## src/design/mfi_ram.sv

```systemverilog
module mfi_ram #(
  parameter int WIDTH = 8,
  parameter int DEPTH = 16
) (
  input  logic                     clk,
  input  logic                     we,
  input  logic [$clog2(DEPTH)-1:0] waddr,
  input  logic [WIDTH-1:0]         wdata,
  input  logic [$clog2(DEPTH)-1:0] raddr,
  output logic [WIDTH-1:0]         rdata
);

  logic [WIDTH-1:0] mem [DEPTH];

  // One write port and one registered read port.
  always_ff @(posedge clk) begin
    if (we) begin
      mem[waddr] <= wdata;
    end
    rdata <= mem[raddr];
  end

endmodule

```

## config.mk

```make
export PLATFORM = sky130hd
export DESIGN_NAME = mfi_ram
export DESIGN_NICKNAME = d
export VERILOG_FILES = /design/src/design/mfi_ram.sv
export SDC_FILE = /design/constraint.sdc
export NUM_CORES = 1
export LEC_CHECK = 0
export ABC_CLOCK_PERIOD_IN_PS = 1450
export BUFFER_PORTS_ARGS = -buffer_cell sky130_fd_sc_hd__buf_2
export CAP_MARGIN = 20
export CELL_PAD_IN_SITES_DETAIL_PLACEMENT = 1
export CELL_PAD_IN_SITES_GLOBAL_PLACEMENT = 2
export CORE_UTILIZATION = 43
export DETAILED_ROUTE_END_ITERATION = 16
export GPL_TIMING_DRIVEN = 0
export PLACE_DENSITY_LB_ADDON = 0.1
export SLEW_MARGIN = 40
export SYNTH_ARGS = -nofsm -noshare
export SYNTH_HDL_FRONTEND = slang
export SYNTH_SLANG_ARGS = --single-unit
```

## constraint.sdc

```tcl
create_clock -name clk -period 1.45 [get_ports clk]
set_input_delay 0.0725 -clock clk [delete_from_list [all_inputs] [get_ports clk]]
set_output_delay 0.0725 -clock clk [all_outputs]
set_load 0.01 [all_outputs]
```

* Yosys cells after proc, flatten, opt, wreduce, memory -nomap -nowiden *
Memories as Yosys holds them, arrays and structs flattened. A register that Yosys moved wholly into a read port is not among the register bits.
Index checks and enable logic that the tools add are counted.
W data, S select, Z words.

cells by class
  muxes and demuxes = 2

operators by type and width
  kind     count
  $mux W1  2

word-level totals
  word-level logic and storage cells = 3
  memory bits (writable) = 128
  memories = 1
  flip-flop bits (word level) = 0

memory list
  memory  depth  width  rd ports  clocked after memory_dff  write ports  RTL line  RTL
  mem     16     8      1         1                         1            13        logic [WIDTH-1:0] mem [DEPTH];

* Longest topological paths before layout *
  word-level depth = 2
  mapped depth = 5
  mapped depth without buffers = 3

* Least setup slack after synthesis *
OpenSTA, ideal clock, no wires.

  kind = input port to flip-flop
  start point = in waddr[2]
  end point = mem mem[0][0], enable pin
  cell stages on the path = 2
  buffers on the path = 0
  arrival time = 1.182 ns
  required time = 1.067 ns
  path slack = -0.115 ns
  cells stage by stage = or3b_2 nor3_1

RTL lines
  item         RTL line  RTL
  from (decl)  7         input logic [$clog2(DEPTH)-1:0] waddr,
  to (decl)    13

No word-level cell before the write port.

==> metrics.log <==
INFO  metric status = finished, violations left
INFO  metric failed_checks = design-rule violations
INFO  metric dp_hpwl = around 6700 µm
INFO  metric die_ht = about 110 µm
INFO  metric post-route-worst-setup-slack = 0.0860 ns
INFO  metric design.portCount = 26
INFO  metric post_cts_buffers = 0
INFO  metric synth_top_cells_by_area = edfxtp_1 75%, mux4_2 7.9%, mux4_1 7.1%
INFO  metric worst_path_required = approximately 1.7 ns
INFO  metric die_wd = 111 µm
INFO  metric drtAntennaViolNets = 0
INFO  metric synthToLayoutAreaGrowth = 17.0%
INFO  metric timing.rr.start = mem[5][2]
INFO  metric routabilityCongestion = 0.644
INFO  metric worstSkewPairLatency = 0.40 ns
INFO  metric port_buffers = 24
INFO  metric maxSlewHeadroom = between 40% and 50%
INFO  metric holdCritPathClass = in -> reg
INFO  metric global_route.overflow_total = 0
INFO  metric dpl-instance-area = roughly 5500 µm²
INFO  metric hold_buffers = 0
INFO  metric leading_area_contributor_after_synthesis = edfxtp_1
INFO  metric grt_start_max_net_pins = 17
INFO  metric yosys.area.top_type_share = between 70% and 80%
INFO  metric initial_utilization = 44.5%
INFO  metric route.detailed.wl_per_inst = roughly 24 µm
INFO  metric number_of_flops_mapped_to_enable_cells_by_yosys = 128
INFO  metric r2r_slack = around 0.086 ns
INFO  metric fill_cells = between 1000 and 1500
INFO  metric report.final.setup_viol = 0
INFO  metric tritoncts.num_buffers = 17
INFO  metric async_flop_share = 0%
INFO  metric core.rowCount = 39
INFO  metric summed_instance_area_of_the_synthesized_netlist = just over 5000 µm²
INFO  metric hold_violations = 0
INFO  metric yosysMostFrequentCell = edfxtp_1
INFO  metric synthesis.instances = 229
INFO  metric wl_met2 = roughly 5000 µm
INFO  metric layout-drive-gt1-share = about a third
INFO  metric yosys_most_used_dff = edfxtp_1
INFO  metric layout_worst_path_cycle_share = 94.1%
INFO  metric viasPerCell = approximately 5.5
INFO  metric cts.path.max_buffers = 2
INFO  metric worst_setup_hold_path_clk_slew = ~0.050 ns
INFO  metric drt-pass1-iter-count = 10
INFO  metric tritoncts_num_sinks = between 100 and 150
INFO  metric wire_length_of_the_first_global_routing_pass = between 15000 and 20000 µm
INFO  metric regToRegEndpoint = rdata[2]
INFO  metric coreArea = about 12000 µm²
INFO  metric crit_path_cell_trace = mux4_1 > a22oi_1 > nand2_1
INFO  metric die-area = approximately 12000 µm²
INFO  metric rsz0062_at_grt = false
INFO  metric initial_antenna_violation_count = 0
INFO  metric critical_path_arrival = ~1.7 ns
INFO  metric maxClockFrequency = between 0.7 and 0.8 GHz
INFO  metric setup.worst_path.start_class = register
INFO  metric worstHoldPathCells = 1
INFO  metric wirelength_met1 = between 5000 and 6000 µm
INFO  metric clock_skew = 0.00592 ns
INFO  metric max_cap_viols = 0
INFO  metric cp_slowest_stage_delay = about 0.57 ns
INFO  metric proportion_of_synthesized_chip_area_in_sequential_cells = just under 80%
INFO  metric totalWireLength = 10500 µm
INFO  metric rr_worst_depth = 3
INFO  metric worst_hold_startpoint = wdata[6]
INFO  metric antenna-diode-count = 0
INFO  metric path_class = reg -> reg
INFO  metric synth.ff_latch_count = around 140
INFO  metric grt_pass1_vias = between 2000 and 2500
INFO  metric yosysWarnings = 0
INFO  metric finish.instance_area = 6020 µm²
INFO  metric cts_root_buf = clkbuf_16
INFO  metric critical_path.endpoint_type = register
INFO  metric top_signal_layer_used = met4
INFO  metric worst-path-max-fanout = 1
INFO  metric pre_cts_slack = -0.393 ns
INFO  metric num_vias = approximately 2400
INFO  metric drt_iter0_drc = ~120
INFO  metric met3_wirelength = roughly 260 µm
INFO  metric timing.final.max_slew_violations = 0
INFO  metric power-per-cell-area = 1440 nW/µm²
INFO  metric yosys-top-cells-count = 128 x edfxtp_1, 18 x mux4_2, 16 x a22oi_1
INFO  metric critical-path-slowest-cell = mux4_1
INFO  metric yosys.cell_types.count = 19
INFO  metric power_leakage = 2.01 nW
INFO  metric post_synth.cell_area_avg = 22.5 µm²
INFO  metric time_the_final_worst_path_needs_with_i_o_delays_and_setup = ~1.4 ns
INFO  metric layout.nets = between 200 and 300
INFO  metric drt_drc_violations_left = 4
INFO  metric tritoncts = done
INFO  metric htree_levels = 4
INFO  metric synthesized_netlist_net_count = around 250
INFO  metric worst_slew_pin_slew = approximately 0.85 ns
INFO  metric overall_global_routing_usage = about 18%
INFO  metric timing.hold.worst_endpoint = mem[7][6]
INFO  metric vdd.ir_drop.worst = about 770 µV
placed cells by master (no fill, tap or decap), types with 3 or more instances in the layout:
| cell type | synthesis | routed |
|---|---|---|
| nand2_1 | 9 | 9 |
| mux4_2 | 18 | 18 |
| a22oi_1 | 16 | 13 |
| mux4_1 | 14 | 14 |
| edfxtp_1 | 128 | 128 |
| clkbuf_8 | 0 | 4 |
| nor2_1 | 13 | 7 |
| dfxtp_1 | 8 | 8 |
| a22oi_2 | 0 | 3 |
| buf_2 | 3 | 27 |
| clkdlybuf4s25_2 | 3 | 3 |
| buf_6 | 3 | 3 |
| clkbuf_16 | 0 | 17 |
| clkinv_2 | 0 | 4 |
| clkbuf_1 | 0 | 7 |
| nor3_2 | 0 | 4 |
| nor2_2 | 0 | 6 |
registers in the layout (all words and copies together) (netlist names):
| register | flops |
|---|---|
| rdata | 8 |
| mem | 128 |
where the power goes:
group | leakage (nW) | internal [mW] | switching, mW | total, mW
Sequential | 1.22 | 4.40 | 0.0198 | 4.42
Combinational | 0.520 | 0.178 | 0.268 | 0.446
Clock | 0.262 | 2.36 | 1.44 | 3.80
Total | 2.01 | 6.93 | 1.73 | 8.66
worst max path at each step:
stage | cells after the start | slack (ns) | end | from
3_5_place_dp | 3 | -0.39 | mem[2][2] | waddr[2]
5_1_grt | 3 | 0.02 | rdata[3] | mem[6][3]
4_1_cts | 3 | 0.01 | rdata[4] | mem[7][4]
2_1_floorplan | 2 | 0.11 | mem[3][0] | waddr[2]
3_3_place_gp | 3 | -0.51 | mem[8][3] | waddr[2]
6_report | 3 | 0.09 | rdata[2] | mem[5][2]
per-stage QoR:
stage               hold slack, ns  cells  TNS, ns  total power, mW  utilization [%]
floorplan                    0.171    229        0             4.73                -
global placement             0.466    396   -23.44             4.93             47.1
detailed placement           0.465    396   -15.90             4.94             47.3
CTS                         0.0635    428        0             8.71             51.9
global route                0.0774    428        0             8.90             52.1
finish                      0.0782    428        0             8.66             52.1
area by class of cell:
cell class	instances	area [µm²]	area share [%]
multi-input combinational	83	1110	18.4
clock inverter	4	20.0	0.332
sequential	136	4000	66.5
buffer	10	86.3	1.43
clock buffer	28	507	8.41
tap	143	179	2.97
timing repair buffer	24	120	1.99
layer usage:
| layer | track usage, % | vias up |
|---|---|---|
| met5 | 0 | - |
| met4 | 7.03 | 0 |
| met3 | 3.43 | 11 |
| met2 | 27.5 | 38 |
| met1 | 26.8 | 1241 |
| li1 | - | 1063 |
timing repair:
action	in CTS	in global routing
endpoints found under the hold margin	0	0
setup endpoints to repair	1	2
resized for setup	1	2
cell families after synthesis:
kind of cell	after synthesis	share of synthesized area, %
AO/OA/AOI/OAI	16	2.33
buffers and inverters	10	1.68
flip-flops	136	77.8
multiplexers	32	15.0
AND/OR/NAND/NOR	35	3.18
critical path: cells and delay by family (launching register included):
kind | cells | cell delay (ns)
flip-flops | 1 | 0.36
AND/OR/NAND/NOR | 1 | 0.08
multiplexers | 1 | 0.57
AO/OA/AOI/OAI | 1 | 0.24
No activity file was read; power rests on OpenSTA's default activity.
