`config.mk`:
```
export PLATFORM = sky130hd
export DESIGN_NAME = mfi_div
export DESIGN_NICKNAME = d
export VERILOG_FILES = /design/src/design/mfi_pkg.sv /design/src/design/mfi_div.sv
export SDC_FILE = /design/constraint.sdc
export NUM_CORES = 1
export LEC_CHECK = 0
export BUFFER_PORTS_ARGS = -buffer_cell sky130_fd_sc_hd__buf_4
export CAP_MARGIN = 20
export CORE_UTILIZATION = 55
export DETAILED_ROUTE_END_ITERATION = 8
export GPL_TIMING_DRIVEN = 0
export PLACE_DENSITY = 0.79
export SYNTH_ARGS = -nofsm -noshare
export SYNTH_HDL_FRONTEND = slang
export SYNTH_SLANG_ARGS = --single-unit
```
`constraint.sdc`:
```
create_clock -name clk -period 8.8 [get_ports clk]
set_input_delay 0.88 -clock clk [delete_from_list [all_inputs] [get_ports clk]]
set_output_delay 0.88 -clock clk [all_outputs]
set_load 0.01 [all_outputs]
```
`src/design/mfi_pkg.sv`:
```
package mfi_pkg;

  // Sizing of the block.
  localparam int MAX_WINDOW  = 64;
  localparam int PRICE_BITS  = 24;
  localparam int VOLUME_BITS = 32;
  localparam int CFG_W       = 7;
  localparam int MFI_W       = 15;

  // Derived widths.
  localparam int RING_AW  = $clog2(MAX_WINDOW);
  localparam int CNT_W    = $clog2(MAX_WINDOW + 1);
  localparam int TP_SUM_W = PRICE_BITS + 2;
  localparam int FLOW_W   = PRICE_BITS + VOLUME_BITS;
  localparam int ENTRY_W  = FLOW_W + 1;
  localparam int SUM_W    = FLOW_W + RING_AW;
  localparam int TOTAL_W  = SUM_W + 1;
  localparam int NUM_W    = SUM_W + MFI_W;
  localparam int Q_CNT_W  = $clog2(MFI_W);

  // Full scale of the index: 100 in units of 1/256.
  localparam logic [MFI_W-1:0] FULL_SCALE = MFI_W'(25600);

  // Reset value of the window length register.
  localparam logic [CFG_W-1:0] WINDOW_RESET = CFG_W'(14);

  // Reciprocal of three, scaled by 2**TP_SUM_W, for the typical price.
  localparam logic [63:0] ONE64 = 64'd1;
  localparam logic [TP_SUM_W-1:0] RECIP3 = TP_SUM_W'((ONE64 << TP_SUM_W) / 64'd3);

  // Sequencer states.
  typedef enum logic [3:0] {
    ST_IDLE,
    ST_TYPICAL,
    ST_FLOW,
    ST_SUM,
    ST_LAST,
    ST_TOTAL,
    ST_NUM_A,
    ST_NUM_B,
    ST_START,
    ST_DIV,
    ST_PUT
  } state_t;

  // Status of the serial divider.
  typedef struct packed {
    logic busy;
    logic done;
  } div_stat_t;

endpackage

```
`src/design/mfi_div.sv`:
```
module mfi_div import mfi_pkg::*; (
  input  logic               clk,
  input  logic               rst,
  input  logic               start,
  input  logic [NUM_W-1:0]   numer,
  input  logic [TOTAL_W-1:0] denom,
  output div_stat_t          stat,
  output logic [MFI_W-1:0]   quotient
);

  logic [TOTAL_W-1:0] rem;
  logic [TOTAL_W-1:0] rem_next;
  logic [TOTAL_W-1:0] den;
  logic [MFI_W-1:0]   low_bits;
  logic [Q_CNT_W-1:0] cnt;
  logic               busy;
  logic               done;
  logic [TOTAL_W:0]   trial;
  logic [TOTAL_W:0]   diff;
  logic               take;

  // One restoring step: bring down the next numerator bit and try to subtract.
  // The upper numerator bits are known to stay below the divisor, so they load
  // straight into the remainder and only the low quotient bits are iterated.
  always_comb begin
    trial    = {rem, low_bits[MFI_W-1]};
    diff     = trial - {1'b0, den};
    take     = trial >= {1'b0, den};
    rem_next = take ? diff[TOTAL_W-1:0] : trial[TOTAL_W-1:0];
  end

  // Control of the iteration.
  always_ff @(posedge clk) begin
    if (rst) begin
      busy <= 1'b0;
      done <= 1'b0;
      cnt  <= '0;
    end else begin
      done <= busy && (cnt == Q_CNT_W'(MFI_W - 1));
      if (start) begin
        busy <= 1'b1;
        cnt  <= '0;
      end else if (busy) begin
        if (cnt == Q_CNT_W'(MFI_W - 1)) begin
          busy <= 1'b0;
        end
        cnt <= cnt + 1'b1;
      end
    end
  end

  // Remainder, numerator bits and quotient.
  always_ff @(posedge clk) begin
    if (start) begin
      rem      <= TOTAL_W'(numer[NUM_W-1:MFI_W]);
      low_bits <= numer[MFI_W-1:0];
      den      <= denom;
      quotient <= '0;
    end else if (busy) begin
      rem      <= rem_next;
      low_bits <= {low_bits[MFI_W-2:0], 1'b0};
      quotient <= {quotient[MFI_W-2:0], take};
    end
  end

  assign stat.busy = busy;
  assign stat.done = done;

endmodule

```
# After elaboration in Yosys (flattened, before gate mapping)

Cells that the tools add are included.

Add/subtract/negate cells: 2
$mul: 0
Divide/modulo/power cells: 0
$lt $le $gt $ge: 1
Equal/unequal tests: 1
Shift operators: 0
Multiplexer cells: 8
Bitwise gates (word level): 0
Reduce and logical (&&, ||, !) cells: 3

Operators with widths:

| cell                                         | number |
|---|---|
| two-way mux 62 bit                           | 2 |
| >= comparator 64 x 63 -> 1 bit               | 1 |
| two-way mux 63 bit                           | 1 |
| subtractor 63 bit                            | 1 |
| two-way mux 15 bit                           | 2 |
| adder 4 x 1 -> 4 bit (second input constant) | 1 |
| == test 4 bit (second input constant)        | 1 |
| two-way mux 1 bit                            | 3 |
| nonzero test 2 bit                           | 1 |
| OR reduction 2 bit                           | 1 |
| logical AND 1 bit                            | 1 |

Register bits after elaboration: 162
Latch bits: 0
Bits in writable memories: 0
Bits in read-only memories: 0
Input bits: 143
Output and inout port bits: 17
Logic and storage cells: 23
Memories kept: 0

# Longest topological paths before layout

Gate-level depths: netlist (run 1).

Depth in word-level cells: 4
Gate-level depth with buffers: 16
Depth with buffers taken out: 14

# Worst setup path after synthesis (run 1)

OpenSTA, ideal clock, no wires.

Path kind: register to register
From: register rem[14]
To: register rem[41], data pin
Library setup time: 254 ps
Arrival: 3,032 ps
Data required time: 8,546 ps
Slack: 5,514 ps
Stages on the path, launching flop included: 14
Buffers on the path: 1
Clock period less this slack: 3,286 ps
Cells stage by stage: edfxtp_1 -> ha_1 -> buf_6 -> and4_4 -> and3_4 -> a221o_1 -> a31o_1 -> a41o_1 -> a211o_1 -> a21o_1 -> a311oi_2 -> xor2_1 -> o211ai_1 -> o21a_1

Cells in the longest elaborated chain, start to end: 4
Elaborated cells on any way between the ends: 5
Classes of those cells: 1 x add/sub; 1 x order compare; 3 x mux

Ends and longest elaborated chain:

| what                                                                       | line                         | text |
|---|---|---|
| from (decl)                                                                | mfi_div.sv:11                | `logic [TOTAL_W-1:0] rem;` |
| from (signal assigned)                                                     | mfi_div.sv:55                | `rem <= TOTAL_W'(numer[NUM_W-1:MFI_W]);` |
| from (signal assigned)                                                     | mfi_div.sv:60                | `rem <= rem_next;` |
| subtractor 63 bit / >= comparator 64 x 63 -> 1 bit (equally long branches) | mfi_div.sv:27, mfi_div.sv:28 |  |
| two-way mux 63 bit *                                                       | mfi_div.sv:29                | `rem_next = take ? diff[TOTAL_W-1:0] : trial[TOTAL_W-1:0];` |
| two-way mux 62 bit *                                                       | mfi_div.sv:59                | `end else if (busy) begin` |
| two-way mux 62 bit *                                                       | mfi_div.sv:54                | `if (start) begin` |

Every way passes the cells marked *; elsewhere a longest branch is shown, timed or not. The select of a mux whose other input is x is not followed.
A chain may end at the register's enable or synchronous reset.

# Final worst setup path (run 1)

From: register den[0]
To: register rem[58], data pin

Cells in the longest elaborated chain, start to end: 4
Elaborated cells on any way between the ends: 5
Classes of those cells: 1 x add/sub; 1 x order compare; 3 x mux

Ends and longest elaborated chain:

| what                                                                       | line                         | text |
|---|---|---|
| from (decl)                                                                | mfi_div.sv:13                | `logic [TOTAL_W-1:0] den;` |
| from (signal assigned)                                                     | mfi_div.sv:57                | `den <= denom;` |
| subtractor 63 bit / >= comparator 64 x 63 -> 1 bit (equally long branches) | mfi_div.sv:27, mfi_div.sv:28 |  |
| two-way mux 63 bit *                                                       | mfi_div.sv:29                |  |
| two-way mux 62 bit *                                                       | mfi_div.sv:59                |  |
| two-way mux 62 bit *                                                       | mfi_div.sv:54                |  |

Marks and branches as above.

==> results of run 1 <==
[flip-flops by register name (all words and copies together), names as in the netlist]
signal and count:
rem 63, cnt 4, busy 1, den 63
done 1, quotient 15, low_bits 15
[cells in the final DEF, fill, tap and decap left out, types with 5 or more instances in the layout]
master     count
buf_2          9
edfxtp_1     140
and2_1         5
mux2i_1       18
a221oi_1       5
o21bai_1       8
inv_6          6
mux2_2        43
dfxtp_1       22
a211oi_1      13
nand2_1       92
a21oi_1       85
nor2_1        74
o21a_1        17
buf_4        162
nor3_1        12
nand3_1       11
a31oi_1       11
o21ai_0       68
clkbuf_1      32
nand4_1       12
inv_1         96
clkbuf_16     17
xnor2_1       30
nand2b_1       5
o211ai_1      11
ha_1          65
a21o_1        52
xor2_1        25
a221o_1        6
o21ai_1        6
nor2b_1        5
and3_1         8
[final timing paths]
check	cells after the start	start	to	slack (ns)
worst min-delay path	2	rem[62]$_SDFFE_PP0P_	rem[62]$_SDFFE_PP0P_	0.50
worst max-delay path	13	den[0]$_DFFE_PP_	rem[58]$_DFFE_PP_	4.20
worst min register to register	2	rem[62]$_SDFFE_PP0P_	rem[62]$_SDFFE_PP0P_	0.50
worst max register to register	13	den[0]$_DFFE_PP_	rem[58]$_DFFE_PP_	4.20
[critical path: cells and delay by family (launching register included)]
| kind | cells | cell delay (ns) |
|---|---|---|
| AO/OA/AOI/OAI | 8 | 2.85 |
| adder cells (fa/ha/maj) | 2 | 0.64 |
| AND/OR/NAND/NOR | 2 | 0.22 |
| multiplexers | 1 | 0.27 |
| flip-flops | 1 | 0.37 |
[cell type report]
cell class / count / area, sq um / share of cell area (%)
Multi-Input combinational cell: 742 / 5180 / 41.4
Inverter: 96 / 360 / 2.88
Tap cell: 229 / 287 / 2.29
Clock buffer: 18 / 439 / 3.51
Timing Repair Buffer: 160 / 1220 / 9.77
Clock inverter: 14 / 144 / 1.15
Sequential cell: 162 / 4640 / 37.2
Buffer: 50 / 225 / 1.80
[routing by layer]
layer | wire (um) | vias to the layer above
met5 | 0 | -
met4 | 647 | 0
met3 | 2530 | 60
met2 | 12700 | 377
met1 | 11800 | 4128
li1 | - | 4193
[report_power, final]
group / total, mW / internal (mW) / switching [mW]
sequential: 1.06 / 0.991 / 0.0639
combinational: 1.47 / 0.611 / 0.861
clock: 0.751 / 0.408 / 0.342
[logic make-up (layout without fill, tap and decap cells)]
group / count (synthesis) / after routing / synth area share (%)
AOI/OAI and AO/OA: 322 / 322 / 20.3
xor gates and xnor gates: 55 / 55 / 4.63
adders and majority gates: 66 / 66 / 8.01
buffers and inverters: 146 / 338 / 5.63
DFF: 162 / 162 / 44.6
muxes: 62 / 62 / 6.53
and+or+nand+nor: 237 / 237 / 10.2
==> results.ini, run 1 <==
[setup_path]
critPathLaunchType = flip-flop
worstPathRequired_ns = 8.99
setup.worst_path.end_class = flip-flop
cp_slowest_stage_delay_ns = 1.03
worst-setup-path-type = flip-flop to flip-flop
crit_fanout = 4
worst_path_max_delay_cell = a2111oi_0
path_cells = ha_1 -> fa_1 -> nand2b_1 -> a21oi_1 -> o21ai_1 -> a21oi_1 -> o21ai_0 -> a2111oi_0 -> o2111ai_1 -> a21oi_1 -> a41oi_1 -> mux2_2 -> nor2_1
crit_top_cell = a21oi_1
cp_data_arrival_time_ns = 4.79

[routing]
drc = 0
ant_nets = 0
vias_per_cell = 5.95
first_iter_violations = 859
drt_wl_total_mm = 27.7
wl_per_cell_um = 18.8
vias = 8758
first_pass_iters = 8

[global_route]
met2_usage_pct = 47.2
grtUsageMet1_pct = 37.0
grt_pass1_vias = 8623
top_usage_layer = met2
grt_pass1_wl_mm = 43.3
gr-usage-met3_pct = 7.33
grt_antenna_before_repair = 0
grt_start_max_net_pins = 65
grt_overflow = 0
grt_usage_pct = 28.9

[clock_network]
clk-insertion-delay-late_ns = 0.44
clk_pin_slew_ns = 0.07
cts_buffers = 17
clock_sinks = 162
ctsRootBufferMaster = clkbuf_16
cts_tree = built
cts_hold_buf = 0
cts_resized = 0
cts_buffer_depth = 2
htree_levels = 4
cts_setup_buffers = 0

[timing]
fin_tns_setup_ns = 0
fin_crit_ns = 4.60
worst_pin_slew_ns = 1.11
min_period_over_period_pct = 52.2
slew_headroom_pct = 24.2
finalSetupViolCount = 0
hold_ws_ns = 0.499
setup_ws_ns = 4.20
fin_skew_ns = 0.0117
fmax_mhz = 217
rsz0062_at_grt = no
final-hold-violation-count = 0
slew_violations = 0

[floorplanning]
die_y_um = 140
core_sq_um = 18300
initial_core_util_pct = 57.0
fp-row-count = 49
io_pins = 160
die_x_um = 140
die_area_sq_um = 19500

[finish]
utilization_pct = 68.4
nFillCells = 1460
finalNonFillerCells = 1471
area_growth_pct = 20.1
fin_nets = 1438
fin_area_sq_um = 12500
n_antenna_cell = 0
drive_above_1_share_pct = 21.2

[synth]
synth_edf_count = 140
synth_top_area_share_pct = 40.4
ys_ff_latch = 162
async_flop_share_pct = 0
avgSynthCellArea_sq_um = 9.91
synthFlopType = edfxtp_1
mappedNetlistNets = 1259
netlist_top_cells_area = edfxtp_1, ha_1, mux2_2
yosysSeqAreaShare_pct = 44.6
synth_top_cell_by_area = edfxtp_1
synthesis.area_sq_um = 10400
synth_cell_types = 67
yosysMostFrequentCell = edfxtp_1
yosys_warnings = 0
synthTopCellsByCount = edfxtp_1, inv_1, nand2_1, a21oi_1, nor2_1
netlist_instances = 1050

[power]
power.density_nw_per_um2 = 262
fin_total_pwr_mw = 3.28
vdd_ir_drop_max_uv = 181
p_leak_nw = 5.49

[min_path]
hold_path_class = flip-flop to flip-flop

[place]
postPlaceCellArea_sq_um = 11900
pre_cts_ws_ns = 4.36
port_buffers = 159
placed_cells = 1439
hpwl_mm = 19.7
finalWeightedCongestion = 0.948

[status]
status = finished clean

[run]
cap_violations = 0

Note: power is estimated with default switching activity, not from simulation.
==> inputs of run 2 (changes only) <==
--- a/config.mk
+++ b/config.mk
@@ -5,12 +5,13 @@
 export SDC_FILE = /design/constraint.sdc
 export NUM_CORES = 1
 export LEC_CHECK = 0
+export ABC_AREA = 1
 export BUFFER_PORTS_ARGS = -buffer_cell sky130_fd_sc_hd__buf_4
 export CAP_MARGIN = 20
 export CORE_UTILIZATION = 55
 export DETAILED_ROUTE_END_ITERATION = 8
 export GPL_TIMING_DRIVEN = 0
-export PLACE_DENSITY = 0.79
+export PLACE_DENSITY = 0.77
 export SYNTH_ARGS = -nofsm -noshare
 export SYNTH_HDL_FRONTEND = slang
 export SYNTH_SLANG_ARGS = --single-unit
==> constraint.sdc (replaced) <==
create_clock -name clk -period 4.6 [get_ports clk]
set_input_delay 0.46 -clock clk [delete_from_list [all_inputs] [get_ports clk]]
set_output_delay 0.46 -clock clk [all_outputs]
set_load 0.01 [all_outputs]
==> run 2 against run 1 <==
Compared with the run above: die area grew 26%; final area up 23%; utilization shrank 2.9 points; largest power group unchanged; combinational power is 140% higher.
==> results.ini, run 2 <==
[timing]
slew_violations = 0  ; unchanged
fin_tns_setup_ns = 0  ; unchanged
rsz0062_at_grt = no
final-hold-violation-count = 0  ; unchanged
fin_crit_ns = 3.18  ; -1.42 ns
finalSetupViolCount = 0  ; unchanged
fin_skew_ns = 0.0332  ; +0.0215 ns
fmax_mhz = 314  ; +45%
min_period_over_period_pct = 69.1  ; +17 points
slew_headroom_pct = 37.6  ; +13 points
worst_pin_slew_ns = 0.935  ; -0.173 ns

[finish]
utilization_pct = 65.6  ; -2.9 points
fin_nets = 2415  ; +68%
drive_above_1_share_pct = 11.4  ; -9.8 points
largestRegisters = den (63), rem (63)
layout_common_cells = nand2_1, inv_1, buf_4
n_antenna_cell = 0  ; unchanged
layout_commonest_cell = nand2_1
area_growth_pct = 17.0
nFillCells = 2208  ; +51%

[setup_path]
timing.rr.start = rem[30]$_DFFE_PP_
path_cells = ha_1 -> nand2_1 -> nor2_1 -> nand2_1 -> inv_1 -> a21oi_1 -> nand3_2 -> nand2_4 -> nand2_8 -> buf_6 -> nand3_1 -> nand2_1 -> nand2_1
worst_path_max_delay_cell = nor2_1
critPathLaunchType = flip-flop
worstPathRequired_ns = 4.81  ; -4.18 ns
cp-startpoint = rem[30]$_DFFE_PP_
crit_fanout = 10  ; +6
setup.worst_path.end_class = flip-flop
worst-setup-path-type = flip-flop to flip-flop
cp_slowest_stage_delay_ns = 0.47  ; -0.56 ns
crit_top_cell = nand2_1
cp_data_arrival_time_ns = 3.38  ; -1.41 ns

[global_route]
grt_usage_pct = 35.3  ; +6.5 points
grt_antenna_before_repair = 0  ; unchanged
grt_pass1_vias = 12300  ; +43%
grt_start_max_net_pins = 65  ; unchanged
grt_overflow = 0  ; unchanged
grt_pass1_wl_mm = 64.9  ; +50%

[floorplanning]
initial_core_util_pct = 56.0  ; -0.92 points
die_x_um = 156  ; +12%
io_pins = 160  ; unchanged
core_sq_um = 23400  ; +28%
fp-row-count = 56  ; +14%
die_y_um = 156  ; +12%
die_area_sq_um = 24500  ; +26%

[synth]
ys_ff_latch = 162  ; unchanged
async_flop_share_pct = 0  ; unchanged
yosys_warnings = 0  ; unchanged
synth_cell_types = 35  ; -48%
netlist_top_cells_area = edfxtp_1, nand2_1, inv_1
netlist_instances = 2026  ; +93%
synth_top_cell_by_area = edfxtp_1
yosysMostFrequentCell = nand2_1
synth_top_area_share_pct = 32.1  ; -8.3 points
synth_edf_count = 140  ; unchanged
mappedNetlistNets = 2235  ; +78%
yosysSeqAreaShare_pct = 35.4  ; -9.2 points
synthesis.area_sq_um = 13100  ; +26%
synthTopCellsByCount = nand2_1, inv_1, edfxtp_1, nand3_1, nor2_1
avgSynthCellArea_sq_um = 6.47  ; -35%
synthFlopType = edfxtp_1

[place]
finalWeightedCongestion = 0.990  ; +4.4%
port_buffers = 159  ; unchanged
hpwl_mm = 34.0  ; +73%

[routing]
drt_wl_total_mm = 42.4  ; +53%
vias = 13000  ; +48%
wl_per_cell_um = 16.7  ; -11%
first_pass_iters = 7  ; -1
first_iter_violations = 1095  ; +27%
vias_per_cell = 5.11  ; -14%
ant_nets = 0  ; unchanged
drc = 0  ; unchanged

[power]
power.density_nw_per_um2 = 458  ; +75%
p_leak_nw = 8.53  ; +55%
vdd_ir_drop_max_uv = 309  ; +71%

[clock_network]
cts_tree = built
ctsRootBufferMaster = clkbuf_16
cts_resized = 0  ; unchanged
cts_hold_buf = 0  ; unchanged
htree_levels = 4  ; unchanged
clk-insertion-delay-late_ns = 0.46  ; +0.02 ns
cts_setup_buffers = 0  ; unchanged
clk_pin_slew_ns = 0.09  ; +0.02 ns
cts_buffer_depth = 2  ; unchanged
cts_buffers = 17  ; unchanged
clock_sinks = 162  ; unchanged

[status]
status = finished clean

[min_path]
worstHoldStart = denom[43]
hold_path_class = input pin to flip-flop

[run]
cap_violations = 0  ; unchanged

-- run 2: worst max-delay path, delay by kind of cell, from the launching register on --
family	cells	cell delay (ns)
simple gates	9	1.61
compound gates	1	0.14
flops	1	0.42
fa+ha+maj	1	0.39
buf+inv	2	0.39
-- run 2: cell families (layout without fill, tap and decap cells) --
family | after synthesis | in the layout | synth area share, %
xor gates and xnor gates | 31 | 31 | 2.07
and+or+nand+nor | 1203 | 1203 | 38.4
AOI/OAI and AO/OA | 81 | 81 | 3.30
DFF | 162 | 162 | 35.4
buffers and inverters | 483 | 676 | 14.4
adders and majority gates | 66 | 66 | 6.35
-- run 2: per-layer routing --
layer	routed length [um]	part of all wire, %	track usage (%)	vias up
met5	0	0	0	-
li1	-	-	-	6539
met1	18900	45	46.6	5788
met2	18700	44	57.2	557
met4	1530	3.6	14.8	0
met3	3240	7.7	5.95	83
-- run 2: path summary, 6_finish.rpt --
kind	end	slack (ns)	depth (start not counted)
max	rem[53]$_DFFE_PP_	1.42	13
min	den[43]$_DFFE_PP_	0.17	1
max reg2reg	rem[53]$_DFFE_PP_	1.42	13
min reg2reg	quotient[7]$_SDFFE_PP0P_	0.50	2
-- run 2: stage by stage --
| step | setup WS [ns] | std cells | hold slack (ns) | cell area [sq um] | total power [mW] |
|---|---|---|---|---|---|
| 5_1_grt | 1.31 | 2538 | 0.159 | 15300 | 7.50 |
| 3_5_place_dp | 1.26 | 2506 | 0.482 | 14700 | 5.48 |
| 6_report | 1.42 | 2538 | 0.169 | 15300 | 7.03 |
| 3_3_place_gp | -1.52 | 2504 | 0.445 | 14700 | 5.41 |
| 4_1_cts | 1.48 | 2538 | 0.170 | 15300 | 6.96 |
| 2_1_floorplan | 0.894 | 2026 | 0.439 | 13100 | 4.44 |
-- run 2: power by group --
group	switching [mW]	leakage [nW]	internal (mW)
logic	2.36	6.67	1.22
registers	0.106	1.58	1.87
clock network	0.747	0.282	0.731
-- run 2: layout make-up --
| class | instances | area [sq um] | share of cell area, % |
|---|---|---|---|
| Timing Repair Buffer | 161 | 1230 | 8.04 |
| Inverter | 443 | 1660 | 10.8 |
| Buffer | 40 | 231 | 1.51 |
| Multi-Input combinational cell | 1381 | 6580 | 42.9 |
| Clock inverter | 15 | 166 | 1.08 |
| Clock buffer | 17 | 425 | 2.77 |
| Sequential cell | 162 | 4640 | 30.3 |
| Tap cell | 319 | 399 | 2.60 |
